**config.mk**
```make
export PLATFORM = sky130hd
export DESIGN_NAME = probe_rtt_statistics
export DESIGN_NICKNAME = d
export VERILOG_FILES = /design/src/hw/rtl/prs_pkg.sv /design/src/hw/rtl/probe_rtt_statistics.sv /design/src/hw/rtl/prs_div.sv
export VERILOG_INCLUDE_DIRS = /design/src /design/src/hw/rtl
export SDC_FILE = /design/constraint.sdc
export NUM_CORES = 1
export LEC_CHECK = 0
export ABC_AREA = 1
export BUFFER_PORTS_ARGS = -buffer_cell sky130_fd_sc_hd__buf_2
export CAP_MARGIN = 25
export CORE_ASPECT_RATIO = 0.7
export CORE_MARGIN = 5
export CORE_UTILIZATION = 25
export CTS_CLUSTER_SIZE = 12
export DETAILED_ROUTE_END_ITERATION = 10
export GPL_TIMING_DRIVEN = 0
export PLACE_DENSITY = 0.44
export SETUP_SLACK_MARGIN = 0.5
export SKIP_CTS_REPAIR_TIMING = 1
export SYNTH_ARGS = -nofsm -noshare
export SYNTH_HDL_FRONTEND = slang
export SYNTH_SLANG_ARGS = --single-unit
```
**constraint.sdc**
```tcl
create_clock -name clk -period 7.4 [get_ports clk]
set_input_delay 1.48 -clock clk [delete_from_list [all_inputs] [get_ports clk]]
set_output_delay 1.48 -clock clk [all_outputs]
set_load 0.05 [all_outputs]
```
**src/hw/rtl/assert_macros.svh**
```systemverilog
// Assertion macros shared by the probe statistics RTL.
`ifndef ASSERT_MACROS_SVH
`define ASSERT_MACROS_SVH
`ifndef SYNTH
// Same-cycle implication, sampled on clk, off while rst_n is low.
`define PRS_ASSERT_IMPL(lbl, ante, cons) \
  lbl: assert property (@(posedge clk) disable iff (!rst_n) (ante) |-> (cons)) \
    else $error("assertion failed");
// Next-cycle implication, sampled on clk, off while rst_n is low.
`define PRS_ASSERT_NEXT(lbl, ante, cons) \
  lbl: assert property (@(posedge clk) disable iff (!rst_n) (ante) |=> (cons)) \
    else $error("assertion failed");
`else
`define PRS_ASSERT_IMPL(lbl, ante, cons)
`define PRS_ASSERT_NEXT(lbl, ante, cons)
`endif
`endif

```
**src/hw/rtl/prs_pkg.sv**
```systemverilog
// Package with widths, codes, types and structs of the probe statistics block.
package prs_pkg;
  localparam int RTT_W       = 16;
  localparam int CNT_W       = 16;
  localparam int SUM_W       = 32;
  localparam int LOSS_W      = 7;
  localparam int OP_W        = 3;
  localparam int ERR_W       = 2;
  localparam int PCT_W       = 7;
  localparam int PROD_W      = CNT_W + PCT_W;
  localparam int DIV_STEPS   = SUM_W;
  localparam int DIV_CNT_W   = $clog2(DIV_STEPS);

  localparam logic [PCT_W-1:0] PCT_FULL = 7'd100;

  localparam logic [OP_W-1:0] OP_START   = 3'd0;
  localparam logic [OP_W-1:0] OP_REPLY   = 3'd1;
  localparam logic [OP_W-1:0] OP_TIMEOUT = 3'd2;
  localparam logic [OP_W-1:0] OP_END     = 3'd3;
  localparam logic [OP_W-1:0] OP_CANCEL  = 3'd4;

  localparam logic [ERR_W-1:0] ERR_NONE     = 2'd0;
  localparam logic [ERR_W-1:0] ERR_CANCELED = 2'd1;
  localparam logic [ERR_W-1:0] ERR_NO_REPLY = 2'd2;

  typedef enum logic [1:0] {
    S_IDLE,
    S_NEXT,
    S_WAIT,
    S_DONE
  } seq_state_t;

  typedef enum logic [1:0] {
    SEL_MEAN,
    SEL_JIT,
    SEL_LOSS
  } div_sel_t;

  typedef struct packed {
    logic             start;
    logic [SUM_W-1:0] dividend;
    logic [CNT_W-1:0] divisor;
  } div_req_t;

  typedef struct packed {
    logic             busy;
    logic             done;
    logic [SUM_W-1:0] quotient;
  } div_rsp_t;
endpackage

```
**src/hw/rtl/probe_rtt_statistics.sv**
```systemverilog
// Top level of the probe session statistics block: event sequencer and statistics registers.
// Each accepted event goes through S_NEXT, then through the shared 32-step divider once for
// each division it owes (none for start, cancel and ignored events, at most one for timeout
// and end, up to three for a reply: mean, jitter, loss); S_DONE then loads the output stage.
// A new event is taken only in S_IDLE; S_DONE waits while a result still waits on out_ready.
// Reset (rst_n low at a clock edge) clears every statistic, all flags and out_valid.
`include "assert_macros.svh"
module probe_rtt_statistics (
  input  logic                          clk,
  input  logic                          rst_n,
  input  logic                          in_valid,
  output logic                          in_ready,
  input  logic [prs_pkg::OP_W-1:0]      in_opcode,
  input  logic [prs_pkg::RTT_W-1:0]     in_rtt_ms,
  input  logic [prs_pkg::CNT_W-1:0]     in_sent_count,
  input  logic [prs_pkg::CNT_W-1:0]     in_reply_total,
  output logic                          out_valid,
  input  logic                          out_ready,
  output logic                          out_accepted,
  output logic                          out_running,
  output logic                          out_stats_valid,
  output logic [prs_pkg::ERR_W-1:0]     out_error_code,
  output logic [prs_pkg::RTT_W-1:0]     out_last_rtt,
  output logic [prs_pkg::RTT_W-1:0]     out_min_rtt,
  output logic [prs_pkg::RTT_W-1:0]     out_max_rtt,
  output logic [prs_pkg::RTT_W-1:0]     out_mean_rtt,
  output logic [prs_pkg::RTT_W-1:0]     out_mean_jitter,
  output logic [prs_pkg::LOSS_W-1:0]    out_loss_pct
);
  // Sequencer state and the divisions still owed by the current transaction.
  prs_pkg::seq_state_t state_r, state_nxt;
  prs_pkg::div_sel_t   sel_r, sel_nxt;
  logic need_mean_r, need_mean_nxt;
  logic need_jit_r, need_jit_nxt;
  logic need_loss_r, need_loss_nxt;

  // Session statistics.
  logic [prs_pkg::SUM_W-1:0]  rtt_sum_r, rtt_sum_nxt;
  logic [prs_pkg::CNT_W-1:0]  reply_seen_r, reply_seen_nxt;
  logic [prs_pkg::RTT_W-1:0]  prev_rtt_r, prev_rtt_nxt;
  logic [prs_pkg::SUM_W-1:0]  jitter_sum_r, jitter_sum_nxt;
  logic [prs_pkg::CNT_W-1:0]  jitter_samples_r, jitter_samples_nxt;
  logic [prs_pkg::RTT_W-1:0]  last_r, last_nxt;
  logic [prs_pkg::RTT_W-1:0]  min_r, min_nxt;
  logic [prs_pkg::RTT_W-1:0]  max_r, max_nxt;
  logic [prs_pkg::RTT_W-1:0]  mean_r, mean_nxt;
  logic [prs_pkg::RTT_W-1:0]  jitter_r, jitter_nxt;
  logic [prs_pkg::LOSS_W-1:0] loss_r, loss_nxt;
  logic                       run_r, run_nxt;
  logic                       valid_r, valid_nxt;
  logic                       cancel_r, cancel_nxt;
  logic [prs_pkg::ERR_W-1:0]  err_r, err_nxt;

  // Per-transaction latches: accept bit and the counts used for loss.
  logic                       acc_r, acc_nxt;
  logic [prs_pkg::CNT_W-1:0]  sent_r, sent_nxt;
  logic [prs_pkg::CNT_W-1:0]  got_r, got_nxt;

  // Output stage, so that a result can wait while the next transaction is taken.
  logic                       out_valid_r;
  logic                       load_out;

  prs_pkg::div_req_t div_req;
  prs_pkg::div_rsp_t div_rsp;

  logic                       accept;
  logic                       session_open;
  logic [prs_pkg::SUM_W:0]    rtt_sum_ext;
  logic [prs_pkg::SUM_W:0]    jit_sum_ext;
  logic [prs_pkg::RTT_W-1:0]  rtt_delta;
  logic [prs_pkg::CNT_W-1:0]  lost;
  logic [prs_pkg::PROD_W-1:0] lost_scaled;
  logic [prs_pkg::SUM_W-1:0]  loss_dividend;
  logic [prs_pkg::RTT_W-1:0]  quot_clamped;
  logic                       any_need;

  assign in_ready     = (state_r == prs_pkg::S_IDLE);
  assign accept       = in_valid && in_ready;
  assign session_open = run_r || cancel_r;
  assign any_need     = need_mean_r || need_jit_r || need_loss_r;

  // Saturating sums for the running totals; a carry out pins the sum at all ones.
  assign rtt_sum_ext = {1'b0, rtt_sum_r} + {{(prs_pkg::SUM_W + 1 - prs_pkg::RTT_W){1'b0}},
                                             in_rtt_ms};
  assign rtt_delta   = (in_rtt_ms >= prev_rtt_r) ? (in_rtt_ms - prev_rtt_r)
                                                 : (prev_rtt_r - in_rtt_ms);
  assign jit_sum_ext = {1'b0, jitter_sum_r} + {{(prs_pkg::SUM_W + 1 - prs_pkg::RTT_W){1'b0}},
                                                rtt_delta};

  // Loss is the rounded ratio (lost * 100 + sent / 2) / sent. Replies beyond the
  // sent count mean no loss.
  assign lost          = (sent_r > got_r) ? (sent_r - got_r) : '0;
  assign lost_scaled   = lost * prs_pkg::PCT_FULL;
  assign loss_dividend = prs_pkg::SUM_W'(lost_scaled) + prs_pkg::SUM_W'(sent_r >> 1);

  // The mean and the mean jitter saturate at the RTT range.
  assign quot_clamped = (div_rsp.quotient[prs_pkg::SUM_W-1:prs_pkg::RTT_W] != '0)
                        ? '1 : div_rsp.quotient[prs_pkg::RTT_W-1:0];

  // Next-state logic of the sequencer.
  always_comb begin
    state_nxt = state_r;
    unique case (state_r)
      prs_pkg::S_IDLE: if (accept) state_nxt = prs_pkg::S_NEXT;
      prs_pkg::S_NEXT: state_nxt = any_need ? prs_pkg::S_WAIT : prs_pkg::S_DONE;
      prs_pkg::S_WAIT: if (div_rsp.done) state_nxt = prs_pkg::S_NEXT;
      prs_pkg::S_DONE: if (!out_valid_r || out_ready) state_nxt = prs_pkg::S_IDLE;
      default:         state_nxt = prs_pkg::S_IDLE;
    endcase
  end

  // Sequencer outputs: divider requests and the output-stage load.
  always_comb begin
    div_req.start    = 1'b0;
    div_req.dividend = rtt_sum_r;
    div_req.divisor  = reply_seen_r;
    load_out         = 1'b0;
    unique case (state_r)
      prs_pkg::S_NEXT: begin
        div_req.start = any_need;
        priority if (need_mean_r) begin
          div_req.dividend = rtt_sum_r;
          div_req.divisor  = reply_seen_r;
        end else if (need_jit_r) begin
          div_req.dividend = jitter_sum_r;
          div_req.divisor  = jitter_samples_r;
        end else begin
          div_req.dividend = loss_dividend;
          div_req.divisor  = sent_r;
        end
      end
      prs_pkg::S_DONE: load_out = !out_valid_r || out_ready;
      default: ;
    endcase
  end

  // Statistics update. An accepted transaction applies everything that needs no
  // division at once and marks the divisions it owes; the sequencer then runs them
  // through the shared divider one after the other.
  always_comb begin
    rtt_sum_nxt        = rtt_sum_r;
    reply_seen_nxt     = reply_seen_r;
    prev_rtt_nxt       = prev_rtt_r;
    jitter_sum_nxt     = jitter_sum_r;
    jitter_samples_nxt = jitter_samples_r;
    last_nxt           = last_r;
    min_nxt            = min_r;
    max_nxt            = max_r;
    mean_nxt           = mean_r;
    jitter_nxt         = jitter_r;
    loss_nxt           = loss_r;
    run_nxt            = run_r;
    valid_nxt          = valid_r;
    cancel_nxt         = cancel_r;
    err_nxt            = err_r;
    acc_nxt            = acc_r;
    sent_nxt           = sent_r;
    got_nxt            = got_r;
    need_mean_nxt      = need_mean_r;
    need_jit_nxt       = need_jit_r;
    need_loss_nxt      = need_loss_r;
    sel_nxt            = sel_r;

    if (accept) begin
      acc_nxt  = 1'b0;
      sent_nxt = in_sent_count;
      got_nxt  = in_reply_total;
      unique case (in_opcode)
        prs_pkg::OP_START: begin
          // Refused while a session (running or canceled) is still open.
          if (!session_open) begin
            rtt_sum_nxt        = '0;
            reply_seen_nxt     = '0;
            prev_rtt_nxt       = '0;
            jitter_sum_nxt     = '0;
            jitter_samples_nxt = '0;
            last_nxt           = '0;
            min_nxt            = '0;
            max_nxt            = '0;
            mean_nxt           = '0;
            jitter_nxt         = '0;
            loss_nxt           = '0;
            valid_nxt          = 1'b0;
            err_nxt            = prs_pkg::ERR_NONE;
            cancel_nxt         = 1'b0;
            run_nxt            = 1'b1;
            acc_nxt            = 1'b1;
          end
        end
        prs_pkg::OP_REPLY: begin
          if (run_r) begin
            last_nxt    = in_rtt_ms;
            rtt_sum_nxt = rtt_sum_ext[prs_pkg::SUM_W] ? '1 : rtt_sum_ext[prs_pkg::SUM_W-1:0];
            // Jitter needs a previous reply to compare against.
            if (reply_seen_r != '0) begin
              jitter_sum_nxt = jit_sum_ext[prs_pkg::SUM_W] ? '1
                               : jit_sum_ext[prs_pkg::SUM_W-1:0];
              jitter_samples_nxt = (&jitter_samples_r) ? jitter_samples_r
                                                       : jitter_samples_r + 1'b1;
              need_jit_nxt = 1'b1;
            end
            prev_rtt_nxt = in_rtt_ms;
            if (reply_seen_r == '0 || in_rtt_ms < min_r) min_nxt = in_rtt_ms;
            if (in_rtt_ms > max_r) max_nxt = in_rtt_ms;
            reply_seen_nxt = (&reply_seen_r) ? reply_seen_r : reply_seen_r + 1'b1;
            need_mean_nxt  = 1'b1;
            if (in_sent_count != '0) need_loss_nxt = 1'b1;
            else loss_nxt = '0;
            acc_nxt = 1'b1;
          end
        end
        prs_pkg::OP_TIMEOUT: begin
          if (run_r) begin
            if (in_sent_count != '0) need_loss_nxt = 1'b1;
            else loss_nxt = prs_pkg::PCT_FULL;
            acc_nxt = 1'b1;
          end
        end
        prs_pkg::OP_END: begin
          if (session_open) begin
            run_nxt   = 1'b0;
            valid_nxt = !cancel_r && (in_sent_count != '0);
            if (in_sent_count != '0) need_loss_nxt = 1'b1;
            else loss_nxt = '0;
            priority if (cancel_r)             err_nxt = prs_pkg::ERR_CANCELED;
            else if (in_reply_total == '0)     err_nxt = prs_pkg::ERR_NO_REPLY;
            else                               err_nxt = prs_pkg::ERR_NONE;
            cancel_nxt = 1'b0;
            acc_nxt    = 1'b1;
          end
        end
        prs_pkg::OP_CANCEL: begin
          if (session_open) begin
            run_nxt    = 1'b0;
            valid_nxt  = 1'b0;
            err_nxt    = prs_pkg::ERR_CANCELED;
            cancel_nxt = 1'b1;
            acc_nxt    = 1'b1;
          end
        end
        default: ;
      endcase
    end

    // Issue order is mean, then jitter, then loss; a flag drops when issued.
    if (state_r == prs_pkg::S_NEXT) begin
      priority if (need_mean_r) begin
        sel_nxt       = prs_pkg::SEL_MEAN;
        need_mean_nxt = 1'b0;
      end else if (need_jit_r) begin
        sel_nxt      = prs_pkg::SEL_JIT;
        need_jit_nxt = 1'b0;
      end else if (need_loss_r) begin
        sel_nxt       = prs_pkg::SEL_LOSS;
        need_loss_nxt = 1'b0;
      end
    end

    if (state_r == prs_pkg::S_WAIT && div_rsp.done) begin
      unique case (sel_r)
        prs_pkg::SEL_MEAN: mean_nxt   = quot_clamped;
        prs_pkg::SEL_JIT:  jitter_nxt = quot_clamped;
        prs_pkg::SEL_LOSS: loss_nxt   = div_rsp.quotient[prs_pkg::LOSS_W-1:0];
        default: ;
      endcase
    end
  end

  always_ff @(posedge clk) begin
    if (!rst_n) begin
      state_r          <= prs_pkg::S_IDLE;
      sel_r            <= prs_pkg::SEL_MEAN;
      need_mean_r      <= 1'b0;
      need_jit_r       <= 1'b0;
      need_loss_r      <= 1'b0;
      rtt_sum_r        <= '0;
      reply_seen_r     <= '0;
      prev_rtt_r       <= '0;
      jitter_sum_r     <= '0;
      jitter_samples_r <= '0;
      last_r           <= '0;
      min_r            <= '0;
      max_r            <= '0;
      mean_r           <= '0;
      jitter_r         <= '0;
      loss_r           <= '0;
      run_r            <= 1'b0;
      valid_r          <= 1'b0;
      cancel_r         <= 1'b0;
      err_r            <= prs_pkg::ERR_NONE;
      acc_r            <= 1'b0;
      out_valid_r      <= 1'b0;
    end else begin
      state_r          <= state_nxt;
      sel_r            <= sel_nxt;
      need_mean_r      <= need_mean_nxt;
      need_jit_r       <= need_jit_nxt;
      need_loss_r      <= need_loss_nxt;
      rtt_sum_r        <= rtt_sum_nxt;
      reply_seen_r     <= reply_seen_nxt;
      prev_rtt_r       <= prev_rtt_nxt;
      jitter_sum_r     <= jitter_sum_nxt;
      jitter_samples_r <= jitter_samples_nxt;
      last_r           <= last_nxt;
      min_r            <= min_nxt;
      max_r            <= max_nxt;
      mean_r           <= mean_nxt;
      jitter_r         <= jitter_nxt;
      loss_r           <= loss_nxt;
      run_r            <= run_nxt;
      valid_r          <= valid_nxt;
      cancel_r         <= cancel_nxt;
      err_r            <= err_nxt;
      acc_r            <= acc_nxt;
      if (load_out) out_valid_r <= 1'b1;
      else if (out_ready) out_valid_r <= 1'b0;
    end
  end

  // Counts and the output payload need no reset.
  always_ff @(posedge clk) begin
    sent_r <= sent_nxt;
    got_r  <= got_nxt;
    if (load_out) begin
      out_accepted    <= acc_r;
      out_running     <= run_r;
      out_stats_valid <= valid_r;
      out_error_code  <= err_r;
      out_last_rtt    <= last_r;
      out_min_rtt     <= min_r;
      out_max_rtt     <= max_r;
      out_mean_rtt    <= mean_r;
      out_mean_jitter <= jitter_r;
      out_loss_pct    <= loss_r;
    end
  end

  assign out_valid = out_valid_r;

  prs_div u_div (
    .clk   (clk),
    .rst_n (rst_n),
    .req   (div_req),
    .rsp   (div_rsp)
  );

  `PRS_ASSERT_NEXT(a_accept_busy, accept, state_r == prs_pkg::S_NEXT)
  `PRS_ASSERT_IMPL(a_start_free, div_req.start, !div_rsp.busy && !div_rsp.done)
  `PRS_ASSERT_IMPL(a_done_waiting, div_rsp.done, state_r == prs_pkg::S_WAIT)
  `PRS_ASSERT_IMPL(a_run_cancel_excl, run_r, !cancel_r)
endmodule

```
**src/hw/rtl/prs_div.sv**
```systemverilog
// Shared restoring divider, one quotient bit per cycle.
`include "assert_macros.svh"
module prs_div (
  input  logic              clk,
  input  logic              rst_n,
  input  prs_pkg::div_req_t req,
  output prs_pkg::div_rsp_t rsp
);
  logic                              busy_r, busy_nxt;
  logic                              done_r, done_nxt;
  logic [prs_pkg::DIV_CNT_W-1:0]     cnt_r, cnt_nxt;
  logic [prs_pkg::SUM_W-1:0]         work_r, work_nxt;
  logic [prs_pkg::CNT_W-1:0]         rem_r, rem_nxt;
  logic [prs_pkg::CNT_W-1:0]         divisor_r, divisor_nxt;
  logic [prs_pkg::CNT_W:0]           shifted;
  logic [prs_pkg::CNT_W:0]           diff;
  logic                              fits;

  localparam logic [prs_pkg::DIV_CNT_W-1:0] LAST_STEP =
    prs_pkg::DIV_CNT_W'(prs_pkg::DIV_STEPS - 1);

  assign shifted = {rem_r, work_r[prs_pkg::SUM_W-1]};
  assign diff    = shifted - {1'b0, divisor_r};
  assign fits    = shifted >= {1'b0, divisor_r};

  always_comb begin
    busy_nxt    = busy_r;
    done_nxt    = 1'b0;
    cnt_nxt     = cnt_r;
    work_nxt    = work_r;
    rem_nxt     = rem_r;
    divisor_nxt = divisor_r;
    if (req.start && !busy_r) begin
      busy_nxt    = 1'b1;
      cnt_nxt     = '0;
      work_nxt    = req.dividend;
      rem_nxt     = '0;
      divisor_nxt = req.divisor;
    end else if (busy_r) begin
      rem_nxt  = fits ? diff[prs_pkg::CNT_W-1:0] : shifted[prs_pkg::CNT_W-1:0];
      work_nxt = {work_r[prs_pkg::SUM_W-2:0], fits};
      cnt_nxt  = cnt_r + 1'b1;
      if (cnt_r == LAST_STEP) begin
        busy_nxt = 1'b0;
        done_nxt = 1'b1;
      end
    end
  end

  always_ff @(posedge clk) begin
    if (!rst_n) begin
      busy_r <= 1'b0;
      done_r <= 1'b0;
      cnt_r  <= '0;
    end else begin
      busy_r <= busy_nxt;
      done_r <= done_nxt;
      cnt_r  <= cnt_nxt;
    end
  end

  always_ff @(posedge clk) begin
    work_r    <= work_nxt;
    rem_r     <= rem_nxt;
    divisor_r <= divisor_nxt;
  end

  assign rsp.busy     = busy_r;
  assign rsp.done     = done_r;
  assign rsp.quotient = work_r;

  `PRS_ASSERT_NEXT(a_start_busy, req.start && !busy_r, busy_r)
  `PRS_ASSERT_IMPL(a_done_idle, done_r, !busy_r)
  `PRS_ASSERT_NEXT(a_last_done, busy_r && cnt_r == LAST_STEP, done_r && !busy_r)
endmodule
```
==> results.toml <==
[floorplan]
core_sq_um = 98400
start_util_pct = 25.3
dieArea_sq_um = 106000
die_y_um = 274
dieWidth_um = 387
ios = 149
rows = 96

[clock_network]
cts.path.max_buffers = 3
cts-htree-levels = 2
cts_sinks = 392
clkLatencyLatePin_ps = 610
cts_root_buffer = "clkbuf_16"
numCtsBuffers = 46
cts_tree = "yes"
path_clk_slew_ps = 60

[critical_path]
worst-r2r-cell-count = 30
cp.arrival_ps = 6780
worstReg2RegStart = "sent_r[0]"
timing_worst_setup_path_type = "reg -> reg"
cp_slowest_cell = "fa_1"
cp_common_cell = "ha_1"
crit_path_max_fanout = 10
cp-end-kind = "flip-flop"
critPathTopFamily = "adder cells"
r2r_setup_slack_ps = 950
cp_data_required_time_ps = 7730
crit_path_start_kind = "flip-flop"
cp_slowest_stage_delay_ps = 500
path_buf_inv = 5
rr_endpoint = "u_div.work_r[15]"

[sta]
setup_tns_ps = 0
finalCritPeriodShare_pct = 87.2
relSlewSlack_pct = 30.7
rsz0062_at_grt = "false"
layout_setup_ws_ps = 950
setup_viol = 0
fin_crit_ps = 6450
hold_ws_ps = 428
timing.fmax_ghz = 0.155
finalHoldViolCount = 0
skew_ps = 50.0
tightest_slew_ps = 1040
slew_viol_final = 0

[cells_and_area]
design_area_sq_um = 29000
layout-drive-gt1-share_pct = 9.70
syn2layout_area_growth_pct = 16.6
antenna_cells = 0
layout_common_cells = "nand2_1 (765), inv_1 (440), a21oi_1 (343)"
reg_top3 = "jitter_sum_r x32, rtt_sum_r x32, u_div.work_r x32"
fin_nets = 3771
final_common_cell = "nand2_1"

[detailed_routing]
wl_um = 89600
drt_iter0_drc = 2093
wl_per_cell_um = 18.4
drc = 0
vias_per_cell = 4.68
postRouteAntennaNets = 0
dr_total_vias = 22800
drt_pre_antenna_iters = 5

[placement]
placed_area_sq_um = 27400
dp_hpwl_um = 71400
place.gp.congestion = 0.885
dp_slack_ps = 595
port_buffers = 148

[logic_synthesis]
ys_seq_area_share_pct = 38.4
synthArstFlopShare_pct = 0
syn_inst = 3291
synth.distinct_cells = 64
syn_area_sq_um = 24900
synth_nets = 3562
ys_seq_elements = 392
yosysTopAreaCell = "edfxtp_1"
syn_avg_cell_area_sq_um = 7.56
synth_top_area_share_pct = 20.7
synth_warnings = 0
synth_flop_cell = "dfxtp_1"
synth-edff-count = 172
synth_area_leaders = "edfxtp_1 (21%), dfxtp_1 (18%), nand2_1 (12%)"

[global_route]
grt_max_degree = 37
first_global_vias = 21100
grt-ovfl-total = 0
grt_antenna_before_repair = 2
grt.total_usage_pct = 16.3
grt_pass1_wl_um = 133000

[pwr]
powerDensity_nw_per_um2 = 247
vdd_drop_max_mv = 0.141
power_w = 0.00718
p_leak_nw = 12.3

[hold_path]
hp-start = "mean_r[8]"
min_to = "out_mean_rtt[8]"
whs_path_depth = 0
hp-class = "reg -> reg"

[run_status]
status = "completed"

[flow_run]
cap_violations = 0
area by class of cell:
| cell class | count | area, sq um |
|---|---|---|
| fillers | 10700 | 69300 |
| multi-input cells | 2352 | 13300 |
| flip-flops and latches | 392 | 9570 |
| inverters | 458 | 1720 |
| well taps | 1323 | 1660 |
| clock buffers | 62 | 1250 |
| repair buffers | 161 | 883 |
| plain buffers | 89 | 417 |
| clock inverters | 23 | 278 |
metrics by stage:
step                std cells  utilization [%]
finish                   4860             29.5
global route             4860             29.5
CTS                      4851             29.4
detailed placement       4766             27.8
global placement         4762             27.7
floorplan                3291                -
worst reg2reg max path, delay by kind of cell, from the launching register on:
kind | cells | cell delay, ps
adders and majority gates | 7 | 2360
xor gates and xnor gates | 1 | 190
buffers and inverters | 5 | 490
and+or+nand+nor | 8 | 1130
DFF | 1 | 320
AOI/OAI and AO/OA | 9 | 1660
synth_stat cells (all sizes together) (2+ instances only):
cell	instances
edfxtp	172
a22oi	24
xnor2	31
nor3b	3
o21bai	9
dfxtp	220
o221ai	8
a31oi	7
buf	28
inv	456
a221oi	21
a211oi	10
ha	198
or2	21
nor3	55
nand3b	3
nand2	773
fa	18
clkbuf	61
a21oi	347
nand3	194
a21boi	6
nor4	16
nor2	265
nand4	31
o2111ai	4
xor2	49
a21o	17
o21ai	211
o21a	5
o211ai	17
clkinv	2
worst max-delay path by stage:
stage | start | to | cells after the start
global route | sent_r[0] | u_div.work_r[22] | 35
detailed placement | sent_r[6] | u_div.work_r[22] | 33
floorplan | out_ready | out_accepted | 2
global placement | out_ready | out_last_rtt[11] | 3
CTS | sent_r[6] | u_div.work_r[22] | 33
finish | sent_r[0] | u_div.work_r[15] | 30
routing by layer:
metal | routed length [um] | track usage (%)
met1 | 48100 | 26.4
met2 | 33500 | 21.9
met3 | 6700 | 3.42
met4 | 1280 | 2.64
met5 | 0 | 0
cells by family after synthesis:
kind of cell / after synthesis / synth area share (%)
xor+xnor: 80 / 2.81
fa+ha+maj: 216 / 11.4
simple gates: 1364 / 23.2
flops: 392 / 38.4
compound gates: 691 / 15.5
buf+inv: 547 / 8.57
mux: 1 / 0.0402
report_power, final:
part | internal [W] | leakage [nW] | total (W) | switching (W)
logic | 0.000813 | 8.19 | 0.00242 | 0.00161
clock network | 0.00137 | 0.748 | 0.00236 | 0.000998
registers | 0.00233 | 3.37 | 0.00239 | 0.0000586
total | 0.00451 | 12.3 | 0.00718 | 0.00266
Power figures use the tool's default switching activity.
